## config.mk

```make
export PLATFORM = sky130hd
export DESIGN_NAME = bro_accum
export DESIGN_NICKNAME = d
export VERILOG_FILES = /design/src/rtl/bro_pkg.sv /design/src/rtl/bro_accum.sv
export SDC_FILE = /design/constraint.sdc
export NUM_CORES = 1
export LEC_CHECK = 0
export BUFFER_PORTS_ARGS = -buffer_cell sky130_fd_sc_hd__buf_2
export CORE_MARGIN = 1
export CORE_UTILIZATION = 50
export DETAILED_ROUTE_END_ITERATION = 8
export GPL_TIMING_DRIVEN = 0
export PLACE_DENSITY = 0.64
export REMOVE_ABC_BUFFERS = 1
export SYNTH_ARGS = -nofsm -noshare
export SYNTH_HDL_FRONTEND = slang
export SYNTH_SLANG_ARGS = --single-unit
```

## constraint.sdc

```tcl
create_clock -name clk_i -period 7.45 [get_ports clk_i]
set_clock_uncertainty 0.05 [all_clocks]
set_input_delay 0.3725 -clock clk_i [delete_from_list [all_inputs] [get_ports clk_i]]
set_output_delay 0.3725 -clock clk_i [all_outputs]
set_load 0.01 [all_outputs]
```

## src/rtl/bro_pkg.sv

```systemverilog
package bro_pkg;

  localparam int GRAD_W        = 11;
  localparam int PROD_W        = 23;
  localparam int CROSS_W       = 33;
  localparam int DIFF_W        = 32;
  localparam int OUT_W         = 16;
  localparam int ACC_W         = 32;
  localparam int CW            = 43;
  localparam int NORM_BITS     = 38;
  localparam int NORM_STAGES   = 6;
  localparam int ATAN_LEN      = 24;
  localparam int ANGLE_BITS_DEF = 16;

  typedef struct packed {
    logic                   valid;
    logic                   zero;
    logic signed [CW-1:0]   x;
    logic signed [CW-1:0]   y;
    logic [ACC_W-1:0]       acc;
  } bro_vec_t;

  // Arctangent of 2^-i, with 2^32 units per full turn.
  function automatic logic [ACC_W-1:0] atan_turn(input logic [4:0] idx);
    logic [ACC_W-1:0] t;
    unique case (idx)
      5'd0:    t = 32'h20000000;
      5'd1:    t = 32'h12E4051E;
      5'd2:    t = 32'h09FB385B;
      5'd3:    t = 32'h051111D4;
      5'd4:    t = 32'h028B0D43;
      5'd5:    t = 32'h0145D7E1;
      5'd6:    t = 32'h00A2F61E;
      5'd7:    t = 32'h00517C55;
      5'd8:    t = 32'h0028BE53;
      5'd9:    t = 32'h00145F2F;
      5'd10:   t = 32'h000A2F98;
      5'd11:   t = 32'h000517CC;
      5'd12:   t = 32'h00028BE6;
      5'd13:   t = 32'h000145F3;
      5'd14:   t = 32'h0000A2FA;
      5'd15:   t = 32'h0000517D;
      5'd16:   t = 32'h000028BE;
      5'd17:   t = 32'h0000145F;
      5'd18:   t = 32'h00000A30;
      5'd19:   t = 32'h00000518;
      5'd20:   t = 32'h0000028C;
      5'd21:   t = 32'h00000146;
      5'd22:   t = 32'h000000A3;
      5'd23:   t = 32'h00000051;
      default: t = '0;
    endcase
    return t;
  endfunction

endpackage

```

## src/rtl/bro_accum.sv

```systemverilog
module bro_accum
  import bro_pkg::*;
(
  input  logic                     clk_i,
  input  logic                     rst_ni,
  input  logic                     en_i,
  input  logic                     valid_i,
  input  logic signed [GRAD_W-1:0] grad_x_i,
  input  logic signed [GRAD_W-1:0] grad_y_i,
  input  logic                     last_i,
  output bro_vec_t                 vec_o
);

  logic signed [2*GRAD_W-1:0] pxy, pxx, pyy;
  logic                       a_valid_q, a_last_q;
  logic signed [PROD_W-1:0]   a_cross_q, a_cross_d, a_diff_q, a_diff_d;

  logic signed [CROSS_W-1:0]  cross_q, cross_d, cross_new;
  logic signed [DIFF_W-1:0]   diff_q, diff_d, diff_new;
  logic signed [CROSS_W:0]    cross_sum;
  logic signed [DIFF_W:0]     diff_sum;
  logic                       l_valid_q, l_valid_d;
  logic signed [DIFF_W-1:0]   l_x_q;
  logic signed [CROSS_W-1:0]  l_y_q;

  bro_vec_t                   vec_q, vec_d;
  logic signed [CW-1:0]       ext_x, ext_y;

  assign pxy       = grad_x_i * grad_y_i;
  assign pxx       = grad_x_i * grad_x_i;
  assign pyy       = grad_y_i * grad_y_i;
  assign a_cross_d = {pxy, 1'b0};
  assign a_diff_d  = PROD_W'(pxx) - PROD_W'(pyy);

  always_ff @(posedge clk_i or negedge rst_ni) begin
    if (!rst_ni) begin
      a_valid_q <= 1'b0;
    end else if (en_i) begin
      a_valid_q <= valid_i;
    end
  end

  always_ff @(posedge clk_i) begin
    if (en_i) begin
      a_last_q  <= last_i;
      a_cross_q <= a_cross_d;
      a_diff_q  <= a_diff_d;
    end
  end

  // Each sum saturates at its own width after every pixel.
  always_comb begin
    cross_sum = (CROSS_W + 1)'(cross_q) + (CROSS_W + 1)'(a_cross_q);
    diff_sum  = (DIFF_W + 1)'(diff_q) + (DIFF_W + 1)'(a_diff_q);
    if (cross_sum[CROSS_W] != cross_sum[CROSS_W-1]) begin
      cross_new = cross_sum[CROSS_W] ? {1'b1, {(CROSS_W-1){1'b0}}}
                                     : {1'b0, {(CROSS_W-1){1'b1}}};
    end else begin
      cross_new = cross_sum[CROSS_W-1:0];
    end
    if (diff_sum[DIFF_W] != diff_sum[DIFF_W-1]) begin
      diff_new = diff_sum[DIFF_W] ? {1'b1, {(DIFF_W-1){1'b0}}}
                                  : {1'b0, {(DIFF_W-1){1'b1}}};
    end else begin
      diff_new = diff_sum[DIFF_W-1:0];
    end
    cross_d   = cross_q;
    diff_d    = diff_q;
    l_valid_d = 1'b0;
    if (a_valid_q) begin
      if (a_last_q) begin
        cross_d   = '0;
        diff_d    = '0;
        l_valid_d = 1'b1;
      end else begin
        cross_d = cross_new;
        diff_d  = diff_new;
      end
    end
  end

  always_ff @(posedge clk_i or negedge rst_ni) begin
    if (!rst_ni) begin
      cross_q   <= '0;
      diff_q    <= '0;
      l_valid_q <= 1'b0;
      vec_q     <= '0;
    end else if (en_i) begin
      cross_q   <= cross_d;
      diff_q    <= diff_d;
      l_valid_q <= l_valid_d;
      vec_q     <= vec_d;
    end
  end

  always_ff @(posedge clk_i) begin
    if (en_i) begin
      l_x_q     <= diff_new;
      l_y_q     <= cross_new;
    end
  end

  // A vector in the left half plane is turned by a half turn first.
  always_comb begin
    ext_x       = CW'(l_x_q);
    ext_y       = CW'(l_y_q);
    vec_d.valid = l_valid_q;
    vec_d.zero  = (l_x_q == '0) && (l_y_q == '0);
    if (l_x_q[DIFF_W-1]) begin
      vec_d.x   = -ext_x;
      vec_d.y   = -ext_y;
      vec_d.acc = {1'b1, {(ACC_W-1){1'b0}}};
    end else begin
      vec_d.x   = ext_x;
      vec_d.y   = ext_y;
      vec_d.acc = '0;
    end
  end

  assign vec_o = vec_q;

endmodule

```

==> parameters.txt <==
Parameter                              Value

Yosys
  Synthesized instance count ... 2,928
  Async set or reset register ratio after synthesis ... between 50% and 60%
  Synthesized cell area ... about 0.028 mm2
  Number of storage elements in the synthesis netlist ... between 200 and 300
  Share of the yosys chip area belonging to registers ... ~26%
  Post-synth top area share ... a little over a quarter
  Post-synth top flop ... dfrtp_1
  Synth top area cells ... fa_1, dfrtp_1, edfxtp_1
  Synth unique cells ... a little under 80
  Average footprint of a synthesized cell ... approximately 9.6 um2
  Number of flops mapped to enable cells by yosys ... between 100 and 150
  Synthesis warning total ... 0
  Most numerous cell in the Yosys netlist ... inv_1
  Post-synth top cells ... inv_1, fa_1, nor2_1
  Post-synth top area cell ... fa_1

STA
  Final Cycle Share ... between 90 and 100%
  Slew at the pin closest to its max-slew limit ... ~1300 ps
  Number of hold-slack violations in the final timing report ... 0
  Unrepaired setup endpoints after global routing ... false
  Max-slew violations ... 0
  Final period demand of the worst path ... between 7000 and 8000 ps
  Worst Hold Margin ... 52.4 ps
  Final Setup Violations ... 0
  Rel. slew slack ... between 10% and 20%
  Peak Freq ... about 140 MHz

CTS
  Clock sinks ... around 270
  Post-CTS clock slew at the launch and capture registers of the worst setup and hold paths ... 60 ps
  Number of buffers added by the clock tree synthesis step ... 28
  Clock latency of the later-clocked register in the worst-skew pair ... 560 ps
  CTS tree ... yes
  Clock tree root driver cell ... clkbuf_16
  Worst-case clock buffer depth ... 3
  Number of levels the H-tree was split into ... 1

Global route
  Via count of the first global-routing pass ... a little over 20,000
  Antenna violations before repair ... 1
  Aggregate global-route resource usage ... roughly 22%
  Total grt overflow ... 0
  First-pass GRT wire length ... between 100,000 and 150,000 um
  Pin count of the biggest net entering global routing ... about 130

Floorplan
  Number of standard-cell rows in the floorplan ... 86
  Die Height ... about 240 um
  Floorplan Core Area ... 0.0552 mm2
  Number of I/O pins ... around 150
  Initial Utilization ... between 50% and 60%
  X dimension of the die ... ~240 um
  Area of the die ... around 0.057 mm2

Route
  Residual DRC ... 0
  Number of routed nets with antenna violations ... 0
  Detailed-routing wirelength on met1 ... between 20,000 and 30,000 um
  Topmost layer with routed signal wires ... met4
  Iter 0 DRT Violations ... 1,203
  Routed met2 length ... slightly below 30,000 um
  Final wirelength ... a little over 60,000 um
  Via count ... approximately 20,000
  Per-cell routed wire length ... ~16 um
  Met3 wire length ... 2820 um
  1st-pass router iterations ... 6
  Average via count per standard cell ... roughly 5.3

Final layout
  Area used by multi-input combinational logic ... approximately 0.018 mm2
  Nets ... about 3,600
  Ratio of cells with drive above 1 in the final layout ... between 7 and 8%
  Post-layout util ... a little over half
  FILL cells ... slightly below 5,000
  Area taken by flip-flops and latches ... 0.00724 mm2
  Area growth from synthesis to final layout ... 8.28%
  Diode count ... 0

Setup path
  Maximum fanout encountered on the critical timing path ... 16
  Data arrival at the endpoint of the critical path ... 7260 ps
  Delay contributed by the slowest stage of the critical path ... around 590 ps
  Cell-by-cell trace of the critical path ... buf_2 -> clkinv_1 -> ha_1 -> xor2_1 -> fa_1 -> fa_1 -> inv_1 -> fa_1 -> fa_1 -> fa_1 -> inv_1 -> fa_1 -> inv_1 -> ha_1 -> and2_1 -> a31oi_1 -> o21ai_0 -> o41ai_2 -> o211ai_1 -> a31o_2 -> a21oi_1 -> xnor2_1
  Data required time of the worst path ... 7700 ps
  Startpoint kind of the worst setup timing path ... input port
  Endpoint class of the critical path ... flop
  Highest-delay cell along the critical path ... clkinv_1
  Largest delay share family, worst path ... adder cells
  Crit path kind ... in -> reg
  Buffer and inverter count on the worst path ... 5
  Most frequent cell on the critical path ... fa_1

Placed design
  Routability congestion estimate from global placement ... between 0.9 and 1
  Half-perimeter wire length of the detailed placement result ... 47,300 um
  Count of port buffers added during placement ... between 100 and 150

Min path
  Hold/Removal Path Class ... in -> reg

Job
  Max Cap Viol ... 0

Outcome
  Status ... finished, final reports clean
what timing repair did:
action | CTS | global route
pin swaps | 0 | 0
setup endpoints to repair | 1 | 3
resized for setup | 2 | 6
hold buffers | 2 | 0
buffers inserted | 0 | 3
endpoints found under the hold margin | 39 | 0
per-layer routing:
layer  up-vias  GRT usage (%)
met3        94           2.23
met4         0           6.20
met5         -              0
li1       9441              -
met1      9847           30.1
met2       481           37.6
sequential cells by signal (all words and copies together), names as in the netlist:
name,count
l_x_q,32
l_valid_q,1
vec_o,89
l_y_q,33
a_cross_q,22
cross_q,33
a_last_q,1
a_valid_q,1
a_diff_q,23
diff_q,32
worst reg2reg max path, delay by kind of cell, from the launching register on:
family	cells	cell delay (ps)
compound gates	5	2490
fa+ha+maj	1	380
flops	1	400
simple gates	4	1420
per-stage QoR:
stage | area (um2) | worst slack [ps] | TNS, ps | instances
global placement | 29000 | -2870 | -124790 | 3692
finish | 30300 | 436 | 0 | 3759
CTS | 30300 | 148 | 0 | 3756
detailed placement | 29300 | -582 | -1850 | 3702
floorplan | 27500 | 620 | 0 | 2829
global route | 30300 | 70.3 | 0 | 3759
final cells by class:
cell class | instances | share of cell area (%)
clock buffer | 34 | 2.45
clock inverter | 18 | 0.779
inverter | 548 | 6.83
multi-input combinational | 2014 | 60.2
sequential | 267 | 23.9
tap | 748 | 3.08
timing repair buffer | 130 | 2.77
cell usage in the layout, fill, tap and decap left out, types with 8 or more instances in the layout:
master,n
a21oi_1,143
xor2_1,89
or3_1,15
clkbuf_16,29
o21ai_1,15
maj3_1,19
xnor2_1,79
o31ai_1,16
conb_1,31
a31oi_1,13
fa_1,363
nand2_1,232
inv_1,540
and3_1,9
a211oi_1,14
nand2b_1,22
nor3_1,17
nor2_1,262
o21bai_1,10
dfrtp_1,156
mux2_2,8
nor2b_1,37
a21o_1,23
edfxtp_1,111
or4_1,8
o21a_1,22
clkinvlp_4,9
ha_1,202
o211ai_1,13
o21ai_0,108
buf_2,113
o41ai_1,16
a221o_1,12
nand3_1,20
and2_1,78
logic make-up after synthesis:
logic type	Yosys count	share of synthesized area, %
AO/OA/AOI/OAI	467	10.6
XOR/XNOR	168	5.25
adder cells (fa/ha/maj)	585	35.7
buffers and inverters	677	9.49
flip-flops	267	25.8
multiplexers	13	0.500
other	1	0.0134
AND/OR/NAND/NOR	750	12.6
final timing paths:
kind                               from      endpoint  slack, ps  cells after the start
setup / recovery            grad_x_i[6]  a_diff_q[22]        440                     22
hold / removal                  valid_i     a_valid_q         50                      2
setup reg to reg           a_diff_q[10]    diff_q[12]       2650                     10
hold reg to reg               vec_o[74]     vec_o[74]        430                      2
max in group asynchronous        rst_ni     vec_o[93]       6210                      3
min in group asynchronous        rst_ni     vec_o[49]        250                      2
Power is not shown: default switching activity piles up to over one toggle a cycle in this logic, so the estimate is an artifact.
