==> src/rtl/bro_pkg.sv <==
package bro_pkg;

  localparam int GRAD_W        = 11;
  localparam int PROD_W        = 23;
  localparam int CROSS_W       = 33;
  localparam int DIFF_W        = 32;
  localparam int OUT_W         = 16;
  localparam int ACC_W         = 32;
  localparam int CW            = 43;
  localparam int NORM_BITS     = 38;
  localparam int NORM_STAGES   = 6;
  localparam int ATAN_LEN      = 24;
  localparam int ANGLE_BITS_DEF = 16;

  typedef struct packed {
    logic                   valid;
    logic                   zero;
    logic signed [CW-1:0]   x;
    logic signed [CW-1:0]   y;
    logic [ACC_W-1:0]       acc;
  } bro_vec_t;

  // Arctangent of 2^-i, with 2^32 units per full turn.
  function automatic logic [ACC_W-1:0] atan_turn(input logic [4:0] idx);
    logic [ACC_W-1:0] t;
    unique case (idx)
      5'd0:    t = 32'h20000000;
      5'd1:    t = 32'h12E4051E;
      5'd2:    t = 32'h09FB385B;
      5'd3:    t = 32'h051111D4;
      5'd4:    t = 32'h028B0D43;
      5'd5:    t = 32'h0145D7E1;
      5'd6:    t = 32'h00A2F61E;
      5'd7:    t = 32'h00517C55;
      5'd8:    t = 32'h0028BE53;
      5'd9:    t = 32'h00145F2F;
      5'd10:   t = 32'h000A2F98;
      5'd11:   t = 32'h000517CC;
      5'd12:   t = 32'h00028BE6;
      5'd13:   t = 32'h000145F3;
      5'd14:   t = 32'h0000A2FA;
      5'd15:   t = 32'h0000517D;
      5'd16:   t = 32'h000028BE;
      5'd17:   t = 32'h0000145F;
      5'd18:   t = 32'h00000A30;
      5'd19:   t = 32'h00000518;
      5'd20:   t = 32'h0000028C;
      5'd21:   t = 32'h00000146;
      5'd22:   t = 32'h000000A3;
      5'd23:   t = 32'h00000051;
      default: t = '0;
    endcase
    return t;
  endfunction

endpackage

==> src/rtl/bro_cordic_cell.sv <==
module bro_cordic_cell
  import bro_pkg::*;
#(
  parameter int STEP = 0
) (
  input  logic     clk_i,
  input  logic     rst_ni,
  input  logic     en_i,
  input  bro_vec_t vec_i,
  output bro_vec_t vec_o
);

  localparam logic [ACC_W-1:0] TURN = atan_turn(5'(STEP));

  logic signed [CW-1:0] dx, dy;
  bro_vec_t             vec_q, vec_d;

  always_comb begin
    dx    = vec_i.y >>> STEP;
    dy    = vec_i.x >>> STEP;
    vec_d = vec_i;
    if (!vec_i.y[CW-1]) begin
      vec_d.x   = vec_i.x + dx;
      vec_d.y   = vec_i.y - dy;
      vec_d.acc = vec_i.acc + TURN;
    end else begin
      vec_d.x   = vec_i.x - dx;
      vec_d.y   = vec_i.y + dy;
      vec_d.acc = vec_i.acc - TURN;
    end
  end

  always_ff @(posedge clk_i or negedge rst_ni) begin
    if (!rst_ni) begin
      vec_q <= '0;
    end else if (en_i) begin
      vec_q <= vec_d;
    end
  end

  assign vec_o = vec_q;

endmodule

==> config.mk <==
export PLATFORM = sky130hd
export DESIGN_NAME = bro_cordic_cell
export DESIGN_NICKNAME = d
export VERILOG_FILES = /design/src/rtl/bro_pkg.sv /design/src/rtl/bro_cordic_cell.sv
export SDC_FILE = /design/constraint.sdc
export NUM_CORES = 1
export LEC_CHECK = 0
export ABC_AREA = 0
export BUFFER_PORTS_ARGS = -buffer_cell sky130_fd_sc_hd__buf_2
export CORE_MARGIN = 2
export CORE_UTILIZATION = 58
export CTS_CLUSTER_DIAMETER = 120
export DETAILED_ROUTE_END_ITERATION = 12
export PLACE_DENSITY = 0.93
export SYNTH_ARGS = -nofsm -noshare
export SYNTH_HDL_FRONTEND = slang
export SYNTH_SLANG_ARGS = --single-unit
==> constraint.sdc <==
create_clock -name clk_i -period 1.1 [get_ports clk_i]
set_input_delay 0.22 -clock clk_i [delete_from_list [all_inputs] [get_ports clk_i]]
set_output_delay 0.22 -clock clk_i [all_outputs]
set_load 0.01 [all_outputs]
==> results of run 1 <==
-- cells by family after synthesis --
family / Yosys count / share of synthesized area
compound gates: 577 / 0.282
simple gates: 437 / 0.164
buf+inv: 226 / 0.0675
fa+ha+maj: 146 / 0.146
flops: 119 / 0.233
mux: 73 / 0.0625
xor+xnor: 65 / 0.0446
-- per-stage QoR --
step / instances / hold WS, ns
3_5_place_dp: 2618 / 0.0950
3_3_place_gp: 2618 / 0.0922
2_1_floorplan: 1643 / -0.0756
==> metrics.csv, run 1 <==
metric,value,unit
status,stopped before the end,
failed_stage,clock tree synthesis,
firstError,"[ERROR DPL-0038] Utilization greater than 100%, impossible to legalize",
seq_area_frac_synth,0.233,
postCtsSetupBuffers,115,
synth_nets,1912,
synth_area_per_cell,7.76,µm²
gp_congestion,1.17,
io_buffers,242,
synth.cell_area,0.0128,mm²
boundaryPins,243,
cts_sinks,119,
fp-row-count,54,
synth_top_area_share,0.233,
initial_core_util,0.588,
hold_buffers,5,
die_y,152,µm
numCtsBuffers,17,
syn_inst,1643,
die_x,152,µm
ys_warn_count,0,
synth-seq-cells,119,
synth_edf_count,0,
clk_path_buf_depth,2,
h-tree-depth,4,
yosysMostFrequentCell,a21oi_1,
dp.final_hpwl,50000,µm
synth.area.top_cells,"dfrtp_1 23%, ha_1 14%, a21oi_1 8.8%, nor2_1 4.9%, mux2_2 4.7%",
synth_ff_type,dfrtp_1,
synth_commonest_cells,"223 x a21oi_1, 165 x nor2_1, 142 x ha_1, 135 x inv_1, 119 x dfrtp_1",
synth_async_sr_flop_share,1.00,
ctsResizeCount,382,
dp_slack,-2.46,ns
cts_root_buf,clkbuf_16,
synth_area_leader_cell,dfrtp_1,
place_area,0.0189,mm²
synth.distinct_cells,79,
==> run 2: changes to the inputs <==
--- a/config.mk
+++ b/config.mk
@@ -8,10 +8,9 @@
 export ABC_AREA = 0
 export BUFFER_PORTS_ARGS = -buffer_cell sky130_fd_sc_hd__buf_2
 export CORE_MARGIN = 2
-export CORE_UTILIZATION = 58
-export CTS_CLUSTER_DIAMETER = 120
+export CORE_UTILIZATION = 40
 export DETAILED_ROUTE_END_ITERATION = 12
-export PLACE_DENSITY = 0.93
+export PLACE_DENSITY_LB_ADDON = 0.15
 export SYNTH_ARGS = -nofsm -noshare
 export SYNTH_HDL_FRONTEND = slang
 export SYNTH_SLANG_ARGS = --single-unit
==> metrics.csv, run 2 <==
metric,value,unit,change
violations,negative setup slack,,
crit_path_start_kind,primary input,,
path_buf_inv,3,,
clk_latency,0.45,ns,
die_x,183,µm,+20%
vdd_drop_max,1.21,mV,
layout_commonest_cell,buf_4,,
worst_slack,-1.64,ns,
synth_area_leader_cell,dfrtp_1,,
synth_edf_count,0,,unchanged
slew_headroom,0.581,,
worst_slew_pin_slew,0.622,ns,
drtAntennaViolNets,0,,
grt_max_degree,59,,
setup_viol,204,,
syn_inst,1643,,unchanged
grt_use_total,0.335,,
syn_to_final_growth,81.3,%,
grt_pass1_vias,16100,,
seq_area_frac_synth,0.233,,unchanged
dieArea,0.0333,mm²,
path_class,primary input to register,,
clk_path_buf_depth,2,,unchanged
cts_tree,yes,,
power_density,1080,mW/mm²,
fp-row-count,65,,+20%
synth_area_per_cell,7.76,µm²,unchanged
synth_async_sr_flop_share,1.00,,unchanged
n_antenna_cell,0,,
vias,16400,,
die_y,183,µm,+20%
wire_per_inst,19.9,µm,
drcViolationCount,0,,
io_buffers,242,,unchanged
antenna_found_initial,0,,
grt_overflow,0,,
wirelength,59200,µm,
synth_nets,1912,,unchanged
synth_ff_type,dfrtp_1,,
synth_top_area_share,0.233,,unchanged
viasPerCell,5.52,,
status,"complete, but fails checks",,
post-route-min-period,2.74,ns,
coreArea,0.0315,mm²,
hold_path.class,primary input to register,,
maxCapViolations,0,,
dp.final_hpwl,44900,µm,-10%
drtIter0Drc,1456,,
yosysMostFrequentCell,a21oi_1,,
h-tree-depth,4,,unchanged
synth.distinct_cells,79,,unchanged
first_pass_iters,5,,
cts_sinks,119,,unchanged
period_share,2.49,,
crit_fanout,3,,
finalHoldViolCount,0,,
max_freq,365,MHz,
slew_viol_final,0,,
cp_data_arrival_time,3.08,ns,
drive_above_1_share,0.531,,
path_cells,buf_8 -> buf_12 -> ha_4 -> fa_2 -> nor2b_2 -> o2111a_1 -> o21a_1 -> o21ai_2 -> a21oi_2 -> a211oi_2 -> buf_4 -> o211a_1 -> or4_4 -> a31o_1,,
clk_pin_slew,0.07,ns,
crit_family,compound AO/OA/AOI/OAI gates,,
holdWs,0.00239,ns,
slowest_stage,or4_4,,
fin_skew,0,ns,
synth-seq-cells,119,,unchanged
setup_tns,-107.83,ns,
crit_path_max_incr_delay,0.50,ns,
cts_root_buf,clkbuf_16,,
largest_reg_flops,119,,
ys_warn_count,0,,unchanged
cp-end-kind,register,,
synth.cell_area,0.0128,mm²,unchanged
gp_congestion,0.962,,-18%
grt_first_pass_wirelength,87200,µm,
required,1.45,ns,
synth_commonest_cells,"223 x a21oi_1, 165 x nor2_1, 142 x ha_1, 135 x inv_1, 119 x dfrtp_1",,
synth.area.top_cells,"dfrtp_1 23%, ha_1 14%, a21oi_1 8.8%, nor2_1 4.9%, mux2_2 4.7%",,
mostFrequentLayoutCells,"655 x buf_4, 190 x buf_2, 158 x a21oi_1",,
numCtsBuffers,17,,unchanged
rsz0062_at_grt,yes,,
power_leakage,11.0,nW,
initial_core_util,0.405,,-0.183
boundaryPins,243,,unchanged
num-nets-final,2824,,
[run 2: cell counts after synthesis]
No cell type changed its count.
[run 2: logic make-up after synthesis]
kind of cell	synth area share
mux	0.0625
buf+inv	0.0675
fa+ha+maj	0.146
compound gates	0.282
xor+xnor	0.0446
flops	0.233
simple gates	0.164
[run 2: timing repair]
action                                 4_1_cts  5_1_grt
gates resized for setup                    289      145
buffers inserted                            70       61
cloned                                       0        1
endpoints found under the hold margin      140        3
setup endpoints to repair                  204      205
pin swaps                                  148      114
hold buffers                                22        3
[run 2: power breakdown]
| part | total (mW) | internal [mW] | switching [mW] |
|---|---|---|---|
| combinational | 13.5 | 6.85 | 6.66 |
| sequential | 5.70 | 5.19 | 0.503 |
| clock | 5.85 | 3.24 | 2.62 |
| total | 25.1 | 15.3 | 9.78 |
[run 2: per-layer routing]
metal	up-vias	share of wire	track usage	routed length (µm)
met1	7869	0.42	0.431	24800
met3	164	0.065	0.0575	3830
met5	-	0	0	0
li1	7705	-	-	-
met2	651	0.47	0.560	28000
met4	0	0.043	0.127	2540
[run 2: metrics by stage]
| stage | instance area, µm² | std cells | utilization | setup slack (ns) | total power, mW |
|---|---|---|---|---|---|
| 6_report | 23100 | 2970 | 0.734 | -1.64 | 25.1 |
| 5_1_grt | 23100 | 2970 | 0.734 | -1.72 | 26.2 |
| 4_1_cts | 22000 | 2916 | 0.700 | -1.62 | 23.9 |
| 3_5_place_dp | 19500 | 2797 | 0.620 | -2.20 | 16.4 |
| 3_3_place_gp | 19500 | 2797 | 0.620 | -2.29 | 16.3 |
| 2_1_floorplan | 13700 | 1643 | - | -1.82 | 11.0 |
[run 2: layout make-up]
type / count / area (µm²)
clock buffer: 19 / 443
clock inverter: 13 / 135
fill: 2406 / 8360
inverter: 141 / 586
multi-input combinational: 1298 / 11000
sequential: 119 / 2980
tap: 402 / 503
timing repair buffer: 977 / 7470
timing repair inverter: 1 / 8.76
[run 2: worst paths after layout]
kind / start / endpoint / slack [ns] / depth (start not counted)
min: vec_i[12] / vec_o[12] / 0.002 / 2
min reg2reg: vec_o[55] / vec_o[55] / 0.50 / 1
max: vec_i[75] / vec_o[74] / -1.64 / 14
max reg2reg: vec_o[8] / vec_o[8] / 0.08 / 3
max in group asynchronous: rst_ni / vec_o[73] / 0.39 / 3
min in group asynchronous: rst_ni / vec_o[101] / 0.13 / 2
Note: power is estimated with default switching activity, not from simulation.
==> run 3: changes to the inputs <==
--- a/config.mk
+++ b/config.mk
@@ -9,7 +9,9 @@
 export BUFFER_PORTS_ARGS = -buffer_cell sky130_fd_sc_hd__buf_2
 export CORE_MARGIN = 2
 export CORE_UTILIZATION = 40
+export CTS_CLUSTER_DIAMETER = 60
 export DETAILED_ROUTE_END_ITERATION = 12
+export MAX_ROUTING_LAYER = met4
 export PLACE_DENSITY_LB_ADDON = 0.15
 export SYNTH_ARGS = -nofsm -noshare
 export SYNTH_HDL_FRONTEND = slang
==> metrics.csv, run 3 (same netlist as run 2, synthesis figures left out) <==
metric,value,unit,change
hold_path.class,primary input to register,,
required,1.46,ns,about the same
numCtsBuffers,17,,unchanged
fin_util,0.770,,+0.0351
post-route-min-period,2.85,ns,+0.111 ns
worst_slack,-1.75,ns,-0.111 ns
fin_skew,0,ns,unchanged
dieArea,0.0333,mm²,unchanged
n_antenna_cell,0,,unchanged
drtAntennaViolNets,0,,unchanged
violations,negative setup slack,,
fin_cells,3035,,+2.2%
p_comb_frac,0.555,,+0.016
cp-end-kind,register,,
worst_slew_pin_slew,0.578,ns,-0.0439 ns
grt_use_total,0.364,,+0.0289
p_switching,10.2,mW,+4.2%
grt_overflow,0,,unchanged
rsz0062_at_grt,yes,,
power_leakage,11.5,nW,+4.5%
viasPerCell,5.59,,+1.3%
vdd_drop_max,1.17,mV,-2.9%
max_freq,351,MHz,-3.9%
slew_headroom,0.615,,+0.0338
path_class,primary input to register,,
boundaryPins,243,,unchanged
num-nets-final,2889,,+2.3%
fin_area,0.0242,mm²,+4.8%
drcViolationCount,0,,unchanged
syn_to_final_growth,89.9,%,
gp_congestion,0.975,,+1.4%
antenna_found_initial,0,,unchanged
clk_latency,0.45,ns,about the same
clkPwrFrac,0.226,,-0.007
setup_tns,-111.10,ns,-3.26 ns
dp.cells,2814,,+0.61%
drtIter0Drc,1525,,+4.7%
crit_path_start_kind,primary input,,
cts_tree,yes,,
vias,17000,,+3.5%
layout_commonest_cell,buf_4,,
place_area,0.0197,mm²,+1.1%
cp_data_arrival_time,3.21,ns,+0.13 ns
coreArea,0.0315,mm²,unchanged
pwr-share-seq,0.219,,-0.008
mostFrequentLayoutCells,"670 x buf_4, 182 x buf_2, 150 x a21oi_1",,
maxCapViolations,0,,unchanged
clk_path_buf_depth,2,,unchanged
p_int,15.9,mW,+3.7%
switching_share,0.391,,+0.00108
h-tree-depth,4,,unchanged
setup_viol,204,,unchanged
fp-row-count,65,,unchanged
initial_core_util,0.405,,unchanged
cts_sinks,119,,unchanged
status,"complete, but fails checks",,
slew_viol_final,0,,unchanged
crit_fanout,4,,+1
largest_reg_flops,119,,unchanged
finalHoldViolCount,0,,unchanged
power,26.0,mW,+3.9%
period_share,2.59,,+0.101
drive_above_1_share,0.555,,+0.0237
dp_slack,-2.22,ns,-0.0188 ns
cts_root_buf,clkbuf_16,,
grt_first_pass_wirelength,91400,µm,+4.8%
io_buffers,242,,unchanged
dp.final_hpwl,46100,µm,+2.6%
grt_max_degree,61,,+3.4%
die_y,183,µm,unchanged
first_pass_iters,5,,unchanged
grt_pass1_vias,16600,,+3.0%
wire_per_inst,20.8,µm,+4.5%
die_x,183,µm,unchanged
power_density,1080,mW/mm²,-0.82%
wirelength,63200,µm,+6.8%
holdWs,0.00841,ns,+0.00602 ns
clk_pin_slew,0.07,ns,about the same
run 3: cell count changes in the layout (fill, tap and decap cells not counted), moves of 5 or more:
cell | previous run | this run
a21oi_1 | 158 | 150
a21oi_2 | 46 | 51
buf_12 | 14 | 21
buf_2 | 190 | 182
buf_4 | 655 | 670
buf_6 | 86 | 131
nor3_1 | 23 | 18
o21ai_1 | 30 | 25
run 3: final timing paths:
check                           cells past startpoint  slack, ns  startpoint          to
worst max-delay path                               16      -1.75   vec_i[38]  vec_o[110]
worst min-delay path                                2      0.008   vec_i[20]   vec_o[20]
worst max register to register                      3       0.07   vec_o[68]   vec_o[68]
worst min register to register                      1       0.50   vec_o[53]   vec_o[53]
max in group asynchronous                           3       0.43      rst_ni   vec_o[39]
min in group asynchronous                           3       0.31      rst_ni   vec_o[62]
run 3: area by class of cell:
cell class	instances	area (µm²)
Clock buffer	19	453
Clock inverter	13	131
Fill cell	2223	7250
Inverter	141	598
Multi-Input combinational cell	1298	11300
Sequential cell	119	2980
Tap cell	402	503
Timing Repair Buffer	1042	8270
Timing Repair inverter	1	8.76
run 3: what timing repair did:
item                                    4_1_cts  5_1_grt
gates resized for setup                     341      212
endpoints found under the setup margin      204      205
buffers inserted                             90       92
hold buffers                                 27        0
pin swaps                                   138      133
hold endpoints to repair                    145        0
gates cloned                                  0        1
run 3: critical path, cell delays in order:
cell and delay (ns):
buf_6 0.09, buf_6 0.11, inv_4 0.05, ha_4 0.22, buf_6 0.12, buf_6 0.11, buf_6 0.11, a21o_4 0.22
o21bai_1 0.19, a221oi_1 0.53, o221ai_1 0.30, a21oi_1 0.26, o21ai_0 0.15, o21ai_0 0.19, a21oi_1 0.11, a31o_1 0.22
run 3: layer usage:
metal	global-route usage	routed length [µm]
met5	-	0
met3	0.0547	3710
met2	0.597	30700
met4	0.133	2460
met1	0.454	26300
run 3: power by group through the flow:
stage	combinational, mW	clock [mW]	sequential (mW)
final	14.4	5.89	5.71
after global routing	15.3	6.15	5.78
after CTS	12.8	5.94	5.65
after detailed placement	10.9	0	5.70
after global placement	10.8	0	5.66
after floorplan	4.97	0	6.07
