`config.mk`:
```
export PLATFORM = sky130hd
export DESIGN_NAME = bro_norm_cell
export DESIGN_NICKNAME = d
export VERILOG_FILES = /design/src/rtl/bro_pkg.sv /design/src/rtl/bro_norm_cell.sv
export SDC_FILE = /design/constraint.sdc
export NUM_CORES = 1
export LEC_CHECK = 0
export ABC_CLOCK_PERIOD_IN_PS = 1000
export BUFFER_PORTS_ARGS = -buffer_cell sky130_fd_sc_hd__clkbuf_2
export CAP_MARGIN = 20
export CORE_ASPECT_RATIO = 0.8
export CORE_MARGIN = 8
export CORE_UTILIZATION = 41
export CTS_CLUSTER_DIAMETER = 150
export DETAILED_ROUTE_END_ITERATION = 16
export PLACE_DENSITY = 0.7
export SYNTH_ARGS = -nofsm -noshare
export SYNTH_HDL_FRONTEND = slang
export SYNTH_SLANG_ARGS = --single-unit
```
`constraint.sdc`:
```
create_clock -name clk_i -period 1 [get_ports clk_i]
set_clock_uncertainty 0.2 [all_clocks]
set_input_delay 0.2 -clock clk_i [delete_from_list [all_inputs] [get_ports clk_i]]
set_output_delay 0.2 -clock clk_i [all_outputs]
set_load 0.01 [all_outputs]
```
`src/rtl/bro_pkg.sv`:
```
package bro_pkg;

  localparam int GRAD_W        = 11;
  localparam int PROD_W        = 23;
  localparam int CROSS_W       = 33;
  localparam int DIFF_W        = 32;
  localparam int OUT_W         = 16;
  localparam int ACC_W         = 32;
  localparam int CW            = 43;
  localparam int NORM_BITS     = 38;
  localparam int NORM_STAGES   = 6;
  localparam int ATAN_LEN      = 24;
  localparam int ANGLE_BITS_DEF = 16;

  typedef struct packed {
    logic                   valid;
    logic                   zero;
    logic signed [CW-1:0]   x;
    logic signed [CW-1:0]   y;
    logic [ACC_W-1:0]       acc;
  } bro_vec_t;

  // Arctangent of 2^-i, with 2^32 units per full turn.
  function automatic logic [ACC_W-1:0] atan_turn(input logic [4:0] idx);
    logic [ACC_W-1:0] t;
    unique case (idx)
      5'd0:    t = 32'h20000000;
      5'd1:    t = 32'h12E4051E;
      5'd2:    t = 32'h09FB385B;
      5'd3:    t = 32'h051111D4;
      5'd4:    t = 32'h028B0D43;
      5'd5:    t = 32'h0145D7E1;
      5'd6:    t = 32'h00A2F61E;
      5'd7:    t = 32'h00517C55;
      5'd8:    t = 32'h0028BE53;
      5'd9:    t = 32'h00145F2F;
      5'd10:   t = 32'h000A2F98;
      5'd11:   t = 32'h000517CC;
      5'd12:   t = 32'h00028BE6;
      5'd13:   t = 32'h000145F3;
      5'd14:   t = 32'h0000A2FA;
      5'd15:   t = 32'h0000517D;
      5'd16:   t = 32'h000028BE;
      5'd17:   t = 32'h0000145F;
      5'd18:   t = 32'h00000A30;
      5'd19:   t = 32'h00000518;
      5'd20:   t = 32'h0000028C;
      5'd21:   t = 32'h00000146;
      5'd22:   t = 32'h000000A3;
      5'd23:   t = 32'h00000051;
      default: t = '0;
    endcase
    return t;
  endfunction

endpackage

```
`src/rtl/bro_norm_cell.sv`:
```
module bro_norm_cell
  import bro_pkg::*;
#(
  parameter int SHIFT = 1
) (
  input  logic     clk_i,
  input  logic     rst_ni,
  input  logic     en_i,
  input  bro_vec_t vec_i,
  output bro_vec_t vec_o
);

  localparam int LIM = NORM_BITS + 1 - SHIFT;
  localparam logic [CW-1:0] BOUND = CW'(64'd1 << LIM);

  logic [CW-1:0] ax, ay;
  logic          fits;
  bro_vec_t      vec_q, vec_d;

  // Scales the vector by 2^SHIFT if its larger component stays below 2^39 after the shift.
  always_comb begin
    ax    = vec_i.x[CW-1] ? -vec_i.x : vec_i.x;
    ay    = vec_i.y[CW-1] ? -vec_i.y : vec_i.y;
    fits  = (ax < BOUND) && (ay < BOUND);
    vec_d = vec_i;
    if (fits) begin
      vec_d.x = vec_i.x <<< SHIFT;
      vec_d.y = vec_i.y <<< SHIFT;
    end
  end

  always_ff @(posedge clk_i or negedge rst_ni) begin
    if (!rst_ni) begin
      vec_q <= '0;
    end else if (en_i) begin
      vec_q <= vec_d;
    end
  end

  assign vec_o = vec_q;

endmodule

```
==> key figures, run 1 <==
Setup path
  • Setup crit end kind: register
  • Crit path DAT: 2.07 ns
  • Startpoint types: input pin
  • Critical Path RT: 1.09 ns
  • Crit Path Class: in2reg
  • Crit-path max FO: 19

Die
  • Die Span X: 150 um
  • Initial Util: 41.7%
  • Num rows: 39
  • Die area: 18500 um^2
  • # IOs: 243
  • Core ar.: 14200 um^2
  • Chip Height: 123 um

Place
  • Port buffer count: 242
  • Placed insts: 1065
  • Routability Congestion: 0.868
  • Dpl cell area: 8410 um^2
  • DP Wirelength: 16000 um
  • Post-Place Worst Slack: -1.52 ns

Synth
  • Mapped Area: 5900 um^2
  • Yosys top cell area share: 50.9%
  • Sequential area share after synthesis: 50.9%
  • Async SR Flop Fraction: 100%
  • Yosys warnings: 0
  • Post-synth EDFFs: 0
  • Area leader, netlist: dfrtp_1
  • Syn nets: 702
  • Synthesized area per cell: 10.2 um^2
  • Dominant cells by area after synthesis: dfrtp_1 (51%), o31ai_1 (9.7%), mux2_2 (8.0%)
  • Count leader, synth: dfrtp_1
  • Distinct cells, synth: 29
  • #FFs+latches synth: 120
  • Post-synthesis cell count: 579
  • Top FF cell, synth: dfrtp_1
  • Top post-synthesis cells by count: dfrtp_1 (120), nor2_1 (77), o31ai_1 (76)

Timing
  • Hold WS: -0.147 ns
  • Final period util: 198%
  • Min cycle time layout: 1.98 ns
  • Final Slew Violations: 0
  • Slew headroom: 72.6%
  • Final hold violation count: 67
  • Setup-failing EPs final: 222
  • Max Clk Rate: 506 MHz
  • Setup TNS: -114.09 ns
  • RSZ-0062 raised after global routing: true
  • Least-Margin Pin Slew: 0.407 ns
  • PnR worst setup slack: -0.978 ns

CTS
  • Root Driver: clkbuf_16
  • H-tree Lvls: 4
  • Reg clk slew, reported paths: 0.06 ns
  • Clock Sinks: 120
  • CTS Hold Bufs: 40
  • CTS Buffer Depth: 2
  • Clock latency on the worst-skew pair: 0.42 ns
  • TritonCTS clock tree: built
  • CTS buffer count: 17

Global route
  • First-pass GRT wire length: 38800 um
  • Vias in the first global route: 7232
  • Largest net degree at the start of global routing: 58
  • Grt total ovfl: 0
  • Initial antenna violation count: 1
  • All-Layer GR Usage: 26.6%

Routing
  • Post-route ant nets: 0
  • DR vias: 7247
  • Drt pass-1 iters: 5
  • Routed WL: 28000 um
  • DRC viols: 0
  • Via density: 6.08
  • Violation count after the first detailed-route iteration: 649
  • Drt wl/cell: 23.5 um

Power and ir drop
  • Lkg Pwr: 4.99 nW
  • Power per cell area: 1390 nW/um^2
  • Final Power: 15.4 mW
  • Peak supply drop: 1210 uV

Layout
  • P&R area growth vs syn: 88.2%
  • Fin cells: 1191
  • Share of cells above drive strength 1: 61.0%
  • Largest register FFs: 120
  • Final Instance Area: 11100 um^2
  • Nets: 1116
  • Fin util: 78.5%

Run status
  • Failing checks: hold timing, setup timing
  • Status: finished with violations

Hold path
  • HP Class: in2reg

Job
  • Number of max-cap violations: 0
[cell families after synthesis]
group / Yosys count / share of synthesized area, %
simple gates: 116 / 9.01
mux: 42 / 8.02
compound gates: 232 / 26.4
buf+inv: 69 / 5.64
flops: 120 / 50.9
[critical path, cell delays in order]
cell and delay [ns]:
buf_6 0.09, or4_4 0.54, or2_4 0.28, a22o_4 0.32, buf_16 0.20, o31ai_2 0.30, a21oi_1 0.11
[placed cells by master, fill, tap and decap left out, types with 7 or more instances in the layout]
| cell type | n |
|---|---|
| clkbuf_2 | 230 |
| buf_4 | 141 |
| dfrtp_1 | 120 |
| nor2_1 | 77 |
| a21oi_1 | 66 |
| o31ai_2 | 46 |
| mux2_4 | 42 |
| dlygate4sd3_1 | 40 |
| a41oi_1 | 28 |
| clkbuf_16 | 24 |
| a31oi_1 | 23 |
| buf_12 | 23 |
| o31ai_4 | 22 |
| nor4_1 | 13 |
| a31oi_4 | 12 |
| a21oi_2 | 9 |
| a41oi_2 | 9 |
| o31ai_1 | 8 |
| buf_6 | 7 |
[report_power, final]
part / switching, mW / internal (mW)
registers: 0.308 / 5.32
clock network: 2.40 / 4.17
logic: 1.54 / 1.70
[metal layers]
metal / wire length (um) / share of wire, % / vias up / GRT usage [%]
met5: 0 / 0 / - / 0
met4: 1040 / 3.7 / 0 / 10.7
met3: 2290 / 8.2 / 90 / 6.47
met2: 14200 / 51 / 429 / 44.8
met1: 10500 / 38 / 3646 / 32.5
li1: - / - / 3082 / -
[final cells by class]
| class | count | area (um^2) |
|---|---|---|
| clock buffers | 17 | 425 |
| diodes | 1 | 2.50 |
| well taps | 184 | 230 |
| multi-input cells | 390 | 3670 |
| fillers | 882 | 3050 |
| repair buffers | 463 | 3560 |
| clock inverters | 15 | 204 |
| flip-flops and latches | 120 | 3000 |
| inverters | 1 | 3.75 |
[path summary, 6_finish.rpt]
| kind | start | end | slack (ns) | cells past startpoint |
|---|---|---|---|---|
| setup / recovery | vec_i[115] | vec_o[88]$_DFFE_PN0P_ | -0.98 | 7 |
| hold / removal | vec_i[117] | vec_o[117]$_DFFE_PN0P_ | -0.15 | 2 |
| setup reg to reg | vec_o[19]$_DFFE_PN0P_ | vec_o[19]$_DFFE_PN0P_ | -0.11 | 2 |
| hold reg to reg | vec_o[29]$_DFFE_PN0P_ | vec_o[29]$_DFFE_PN0P_ | 0.32 | 1 |
| max in group asynchronous | rst_ni | vec_o[12]$_DFFE_PN0P_ | 0.07 | 3 |
| min in group asynchronous | rst_ni | vec_o[6]$_DFFE_PN0P_ | 0.02 | 2 |
[repair_timing]
action                                 CTS  global route
endpoints found under the hold margin  240            76
setup buffers                           38             3
pin swaps                               23            28
setup endpoints to repair              199           223
gates cloned                             3             9
gates resized for setup                 82           106
No activity file was read; power rests on OpenSTA's default activity.
==> inputs of run 2 (changes only) <==
- REMOVE_ABC_BUFFERS: unset -> 1
==> key figures, run 2 (same netlist as run 1, synthesis figures left out) <==
Layout
  • Commonest non-fill, non-tap cell in the layout: clkbuf_2
  • Fin cells: 1141
  • Largest register FFs: 120
  • Nets: 1066
  • P&R area growth vs syn: 63.5%
  • Most frequent cells in the layout: clkbuf_2 (234), dfrtp_1 (120), buf_4 (101)
  • Share of cells above drive strength 1: 51.0%

Global route
  • Initial antenna violation count: 1
  • Largest net degree at the start of global routing: 62
  • Grt total ovfl: 0
  • All-Layer GR Usage: 24.3%
  • Vias in the first global route: 6838
  • First-pass GRT wire length: 35700 um

Setup path
  • Crit-path max FO: 37
  • Crit-path cells: buf_6 > or4_4 > or2_4 > a22o_4 > buf_12 > o31ai_1 > a21oi_1
  • Critical-path top delay cell: or4_4
  • Crit Path Class: in2reg
  • Setup crit end kind: register
  • Startpoint types: input pin
  • Largest stage delay on the critical path: 0.53 ns
  • Critical Path RT: 1.09 ns
  • Crit path DAT: 2.00 ns

CTS
  • Root Driver: clkbuf_16
  • TritonCTS clock tree: built
  • CTS buffer count: 17
  • Clock latency on the worst-skew pair: 0.41 ns
  • CTS Buffer Depth: 2
  • H-tree Lvls: 4
  • Reg clk slew, reported paths: 0.05 ns
  • Clock Sinks: 120

Job
  • Number of max-cap violations: 0

Timing
  • RSZ-0062 raised after global routing: true
  • PnR worst setup slack: -0.917 ns
  • Final hold violation count: 68
  • Final Slew Violations: 0
  • Slew headroom: 75.1%
  • Max Clk Rate: 522 MHz
  • Min cycle time layout: 1.92 ns
  • Hold WS: -0.146 ns
  • Setup TNS: -106.36 ns
  • Setup-failing EPs final: 212
  • Least-Margin Pin Slew: 0.370 ns
  • Final period util: 192%

Hold path
  • HP Class: in2reg

Die
  • Die area: 18500 um^2
  • Num rows: 39
  • Chip Height: 123 um
  • Die Span X: 150 um
  • Initial Util: 41.7%
  • # IOs: 243
  • Core ar.: 14200 um^2

Routing
  • Post-route ant nets: 0
  • Via density: 5.89
  • Drt pass-1 iters: 5
  • Violation count after the first detailed-route iteration: 690
  • Drt wl/cell: 20.8 um
  • DRC viols: 0
  • Routed WL: 23700 um
  • DR vias: 6717

Place
  • Placed insts: 1055
  • Routability Congestion: 0.887
  • DP Wirelength: 15600 um
  • Port buffer count: 242

Run status
  • Status: finished with violations
  • Failing checks: hold timing, setup timing

Power and ir drop
  • Power per cell area: 1490 nW/um^2
  • Final Power: 14.4 mW
  • Peak supply drop: 1090 uV
  • Clock group share of total power: 42.7%
  • Internal power: 10.6 mW
  • P_sw: 3.73 mW
  • Sequential power share: 39.0%
  • Lkg Pwr: 4.36 nW
  • Combinational group share of total power: 18.3%
  • Switching Share: 26.0%
[run 2: power by group through the flow]
stage,clock [mW],sequential (mW),combinational [mW]
floorplan,0,5.86,0.629
global placement,0,5.64,2.31
detailed placement,0,5.67,2.38
CTS,6.23,5.60,2.56
global route,6.47,5.65,2.85
finish,6.13,5.60,2.63
[run 2: final timing paths]
path | depth (start not counted) | slack, ns | to | start
setup / recovery | 7 | -0.92 | vec_o[108]$_DFFE_PN0P_ | vec_i[117]
hold / removal | 2 | -0.15 | vec_o[72]$_DFFE_PN0P_ | vec_i[72]
setup reg to reg | 1 | 0.03 | vec_o[17]$_DFFE_PN0P_ | vec_o[17]$_DFFE_PN0P_
hold reg to reg | 1 | 0.30 | vec_o[23]$_DFFE_PN0P_ | vec_o[23]$_DFFE_PN0P_
max in group asynchronous | 3 | 0.14 | vec_o[69]$_DFFE_PN0P_ | rst_ni
min in group asynchronous | 3 | 0.10 | vec_o[103]$_DFFE_PN0P_ | rst_ni
[run 2: layout make-up]
type	count	area, um^2
sequential	120	3000
inverter	1	3.75
clock inverter	7	90.1
tap	184	230
multi-input combinational	390	2900
fill	1090	4510
clock buffer	25	505
timing repair buffer	413	2910
antenna	1	2.50
[run 2: per-layer routing]
layer	up-vias	track usage [%]	routed length, um
li1	2980	-	-
met1	3258	29.9	9280
met2	414	37.5	11100
met3	63	9.58	2680
met4	2	10.1	650
met5	-	0	9
[run 2: through the flow]
| stage | util (%) | instance area [um^2] | setup WS (ns) |
|---|---|---|---|
| after floorplan | - | 5570 | -4.54 |
| after global placement | 57.3 | 8110 | -1.42 |
| after detailed placement | 57.3 | 8110 | -1.48 |
| after CTS | 66.2 | 9370 | -0.862 |
| after global routing | 68.1 | 9640 | -0.960 |
| final | 68.2 | 9650 | -0.917 |
[run 2: timing repair]
item / 4_1_cts / 5_1_grt
cloned: 1 / 2
pin swaps: 5 / 7
hold endpoints to repair: 240 / 65
buffers inserted: 2 / 1
setup endpoints to repair: 198 / 218
gates resized for setup: 32 / 39
hold buffers: 46 / 1
[run 2: critical path, delay by kind of cell]
kind,cells,cell delay (ns)
AO/OA/AOI/OAI,3,0.70
buffers and inverters,2,0.28
AND/OR/NAND/NOR,2,0.80
==> inputs of run 3 (changes only) <==
- ABC_AREA: unset -> 1
- PLACE_DENSITY: 0.7 -> 0.68
==> key figures, run 3 <==
Routing
  • Via density: 5.22
  • DR vias: 8573
  • Drt wl/cell: 18.6 um
  • Routed WL: 30500 um
  • Post-route ant nets: 0
  • Violation count after the first detailed-route iteration: 754
  • DRC viols: 0
  • Drt pass-1 iters: 5

Setup path
  • Crit-path most repeated cell: nor2_4
  • Setup crit end kind: register
  • Crit path DAT: 2.21 ns
  • Critical Path RT: 1.16 ns
  • Largest stage delay on the critical path: 0.17 ns
  • R2R Path End: vec_o[61]$_DFFE_PN0P_
  • Worst flop-to-flop path startpoint: vec_o[61]$_DFFE_PN0P_
  • Crit Path Class: in2reg
  • Crit-path cells: buf_6 > nor2_4 > nand2_2 > nor2_4 > nand2_2 > nor2_4 > buf_4 > nand3_4 > nand3_2 > nand2_2 > nor2_4 > buf_6 > nand3_4 > buf_8 > clkbuf_16 > nand2_1 > nand3_1 > nand2_1
  • Family with the most delay on the worst path: simple AND/OR/NAND/NOR gates
  • Worst reg2reg path depth: 4
  • Crit-path max FO: 4
  • Critical path buffers and inverters: 5
  • Critical-path top delay cell: buf_8
  • FF-to-FF setup slack: -0.07 ns
  • Startpoint types: input pin

Global route
  • Initial antenna violation count: 0
  • First-pass GRT wire length: 41900 um
  • Largest net degree at the start of global routing: 49
  • Grt total ovfl: 0
  • All-Layer GR Usage: 26.2%
  • Vias in the first global route: 8158

Timing
  • Setup-failing EPs final: 199
  • Min cycle time layout: 2.05 ns
  • Hold WS: -0.0950 ns
  • Final period util: 205%
  • Max Clk Rate: 488 MHz
  • Setup TNS: -118.18 ns
  • Final hold violation count: 18
  • Least-Margin Pin Slew: 0.372 ns
  • Slew headroom: 75.2%
  • Final Slew Violations: 0
  • PnR worst setup slack: -1.05 ns
  • RSZ-0062 raised after global routing: true

Layout
  • Nets: 1538
  • Most frequent cells in the layout: nand2_1 (336), clkbuf_2 (190), buf_4 (137)
  • Fin util: 78.3%
  • Share of cells above drive strength 1: 46.8%
  • Commonest non-fill, non-tap cell in the layout: nand2_1
  • Fin cells: 1643
  • P&R area growth vs syn: 87.1%
  • Fillers: 1051
  • Antenna Cells: 0
  • Largest register FFs: 120

Die
  • Die area: 20500 um^2
  • Die Span X: 158 um
  • Chip Height: 130 um
  • Initial Util: 41.8%
  • Num rows: 41
  • Core ar.: 15800 um^2
  • # IOs: 243

CTS
  • CTS Hold Bufs: 55
  • Clock latency on the worst-skew pair: 0.42 ns
  • Root Driver: clkbuf_16
  • TritonCTS clock tree: built
  • CTS Buffer Depth: 2
  • Clock Sinks: 120
  • H-tree Lvls: 4
  • CTS buffer count: 17
  • Reg clk slew, reported paths: 0.06 ns

Synth
  • Area leader, netlist: dfrtp_1
  • Yosys warnings: 0
  • Count leader, synth: nand2_1
  • Post-synth EDFFs: 0
  • Dominant cells by area after synthesis: dfrtp_1 (45%), nand2_1 (24%), nand4_1 (7.5%)
  • Async SR Flop Fraction: 100%
  • Synthesized area per cell: 6.89 um^2
  • Post-synthesis cell count: 959
  • Mapped Area: 6610 um^2
  • Distinct cells, synth: 20
  • Yosys top cell area share: 45.4%
  • Sequential area share after synthesis: 45.4%
  • #FFs+latches synth: 120
  • Top post-synthesis cells by count: nand2_1 (423), dfrtp_1 (120), nand3_1 (96)
  • Top FF cell, synth: dfrtp_1

Power and ir drop
  • Final Power: 16.3 mW
  • Peak supply drop: 1130 uV
  • Lkg Pwr: 6.56 nW
  • Power per cell area: 1320 nW/um^2

Job
  • Number of max-cap violations: 0

Run status
  • Failing checks: hold timing, setup timing
  • Status: finished with violations

Place
  • DP Wirelength: 17100 um
  • Routability Congestion: 0.859
  • Port buffer count: 242
  • Placed insts: 1456

Hold path
  • Hold-critical path endpoint: vec_o[104]$_DFFE_PN0P_
  • HP Class: in2reg
  • Hold Path Cell Cnt: 5
  • Worst hold start: vec_i[104]
-- run 3: area by class of cell --
| cell class | instances | area (um^2) | share of cell area [%] |
|---|---|---|---|
| sequential | 120 | 3000 | 24.3 |
| clock inverter | 12 | 173 | 1.40 |
| tap | 215 | 269 | 2.18 |
| inverter | 90 | 345 | 2.79 |
| timing repair buffer | 496 | 4370 | 35.3 |
| clock buffer | 20 | 447 | 3.61 |
| multi-input combinational | 690 | 3760 | 30.4 |
-- run 3: worst max-delay path by stage --
stage | to | slack [ns] | cells after the start | from
after CTS | vec_o[52]$_DFFE_PN0P_ | -0.87 | 18 | vec_i[37]
after global routing | vec_o[102]$_DFFE_PN0P_ | -1.13 | 18 | vec_i[81]
after floorplan | vec_o[32]$_DFFE_PN0P_ | -2.14 | 13 | vec_i[42]
after global placement | vec_o[68]$_DFFE_PN0P_ | -1.40 | 16 | vec_i[107]
after detailed placement | vec_o[57]$_DFFE_PN0P_ | -1.41 | 17 | vec_i[107]
final | vec_o[102]$_DFFE_PN0P_ | -1.05 | 18 | vec_i[106]
-- run 3: kinds of logic after synthesis --
| family | count (synthesis) | synth area share [%] |
|---|---|---|
| AOI/OAI and AO/OA | 5 | 0.379 |
| buffers and inverters | 150 | 9.62 |
| DFF | 120 | 45.4 |
| and+or+nand+nor | 684 | 44.6 |
-- run 3: worst min-delay path: stages --
cell     delay [ns]
buf_8          0.08
inv_1          0.04
nand2_1        0.05
nand3_1        0.06
nand2_1        0.06
-- run 3: metal layers --
layer  vias up  wire (um)  track usage, %
met1      4041      12300            33.3
met4         0        778            8.14
li1       3964          -               -
met3        83       3280            8.69
met2       485      14100            41.5
met5         -          0               0
-- run 3: report_power, final --
part / internal, mW / switching, mW / total [mW]
logic: 2.05 / 2.11 / 4.16
registers: 5.30 / 0.295 / 5.59
clock network: 4.22 / 2.34 / 6.57
-- run 3: what timing repair did --
action / 4_1_cts / 5_1_grt
resized for setup: 95 / 279
gates cloned: 14 / 14
buffers inserted: 43 / 34
setup endpoints to repair: 198 / 200
endpoints found under the hold margin: 204 / 15
pin swaps: 33 / 120
-- run 3: metrics by stage --
stage	worst slack, ns	area (um^2)
global placement	-1.40	8790
finish	-1.05	12400
CTS	-0.871	11000
global route	-1.13	12400
detailed placement	-1.41	8790
floorplan	-2.14	6310
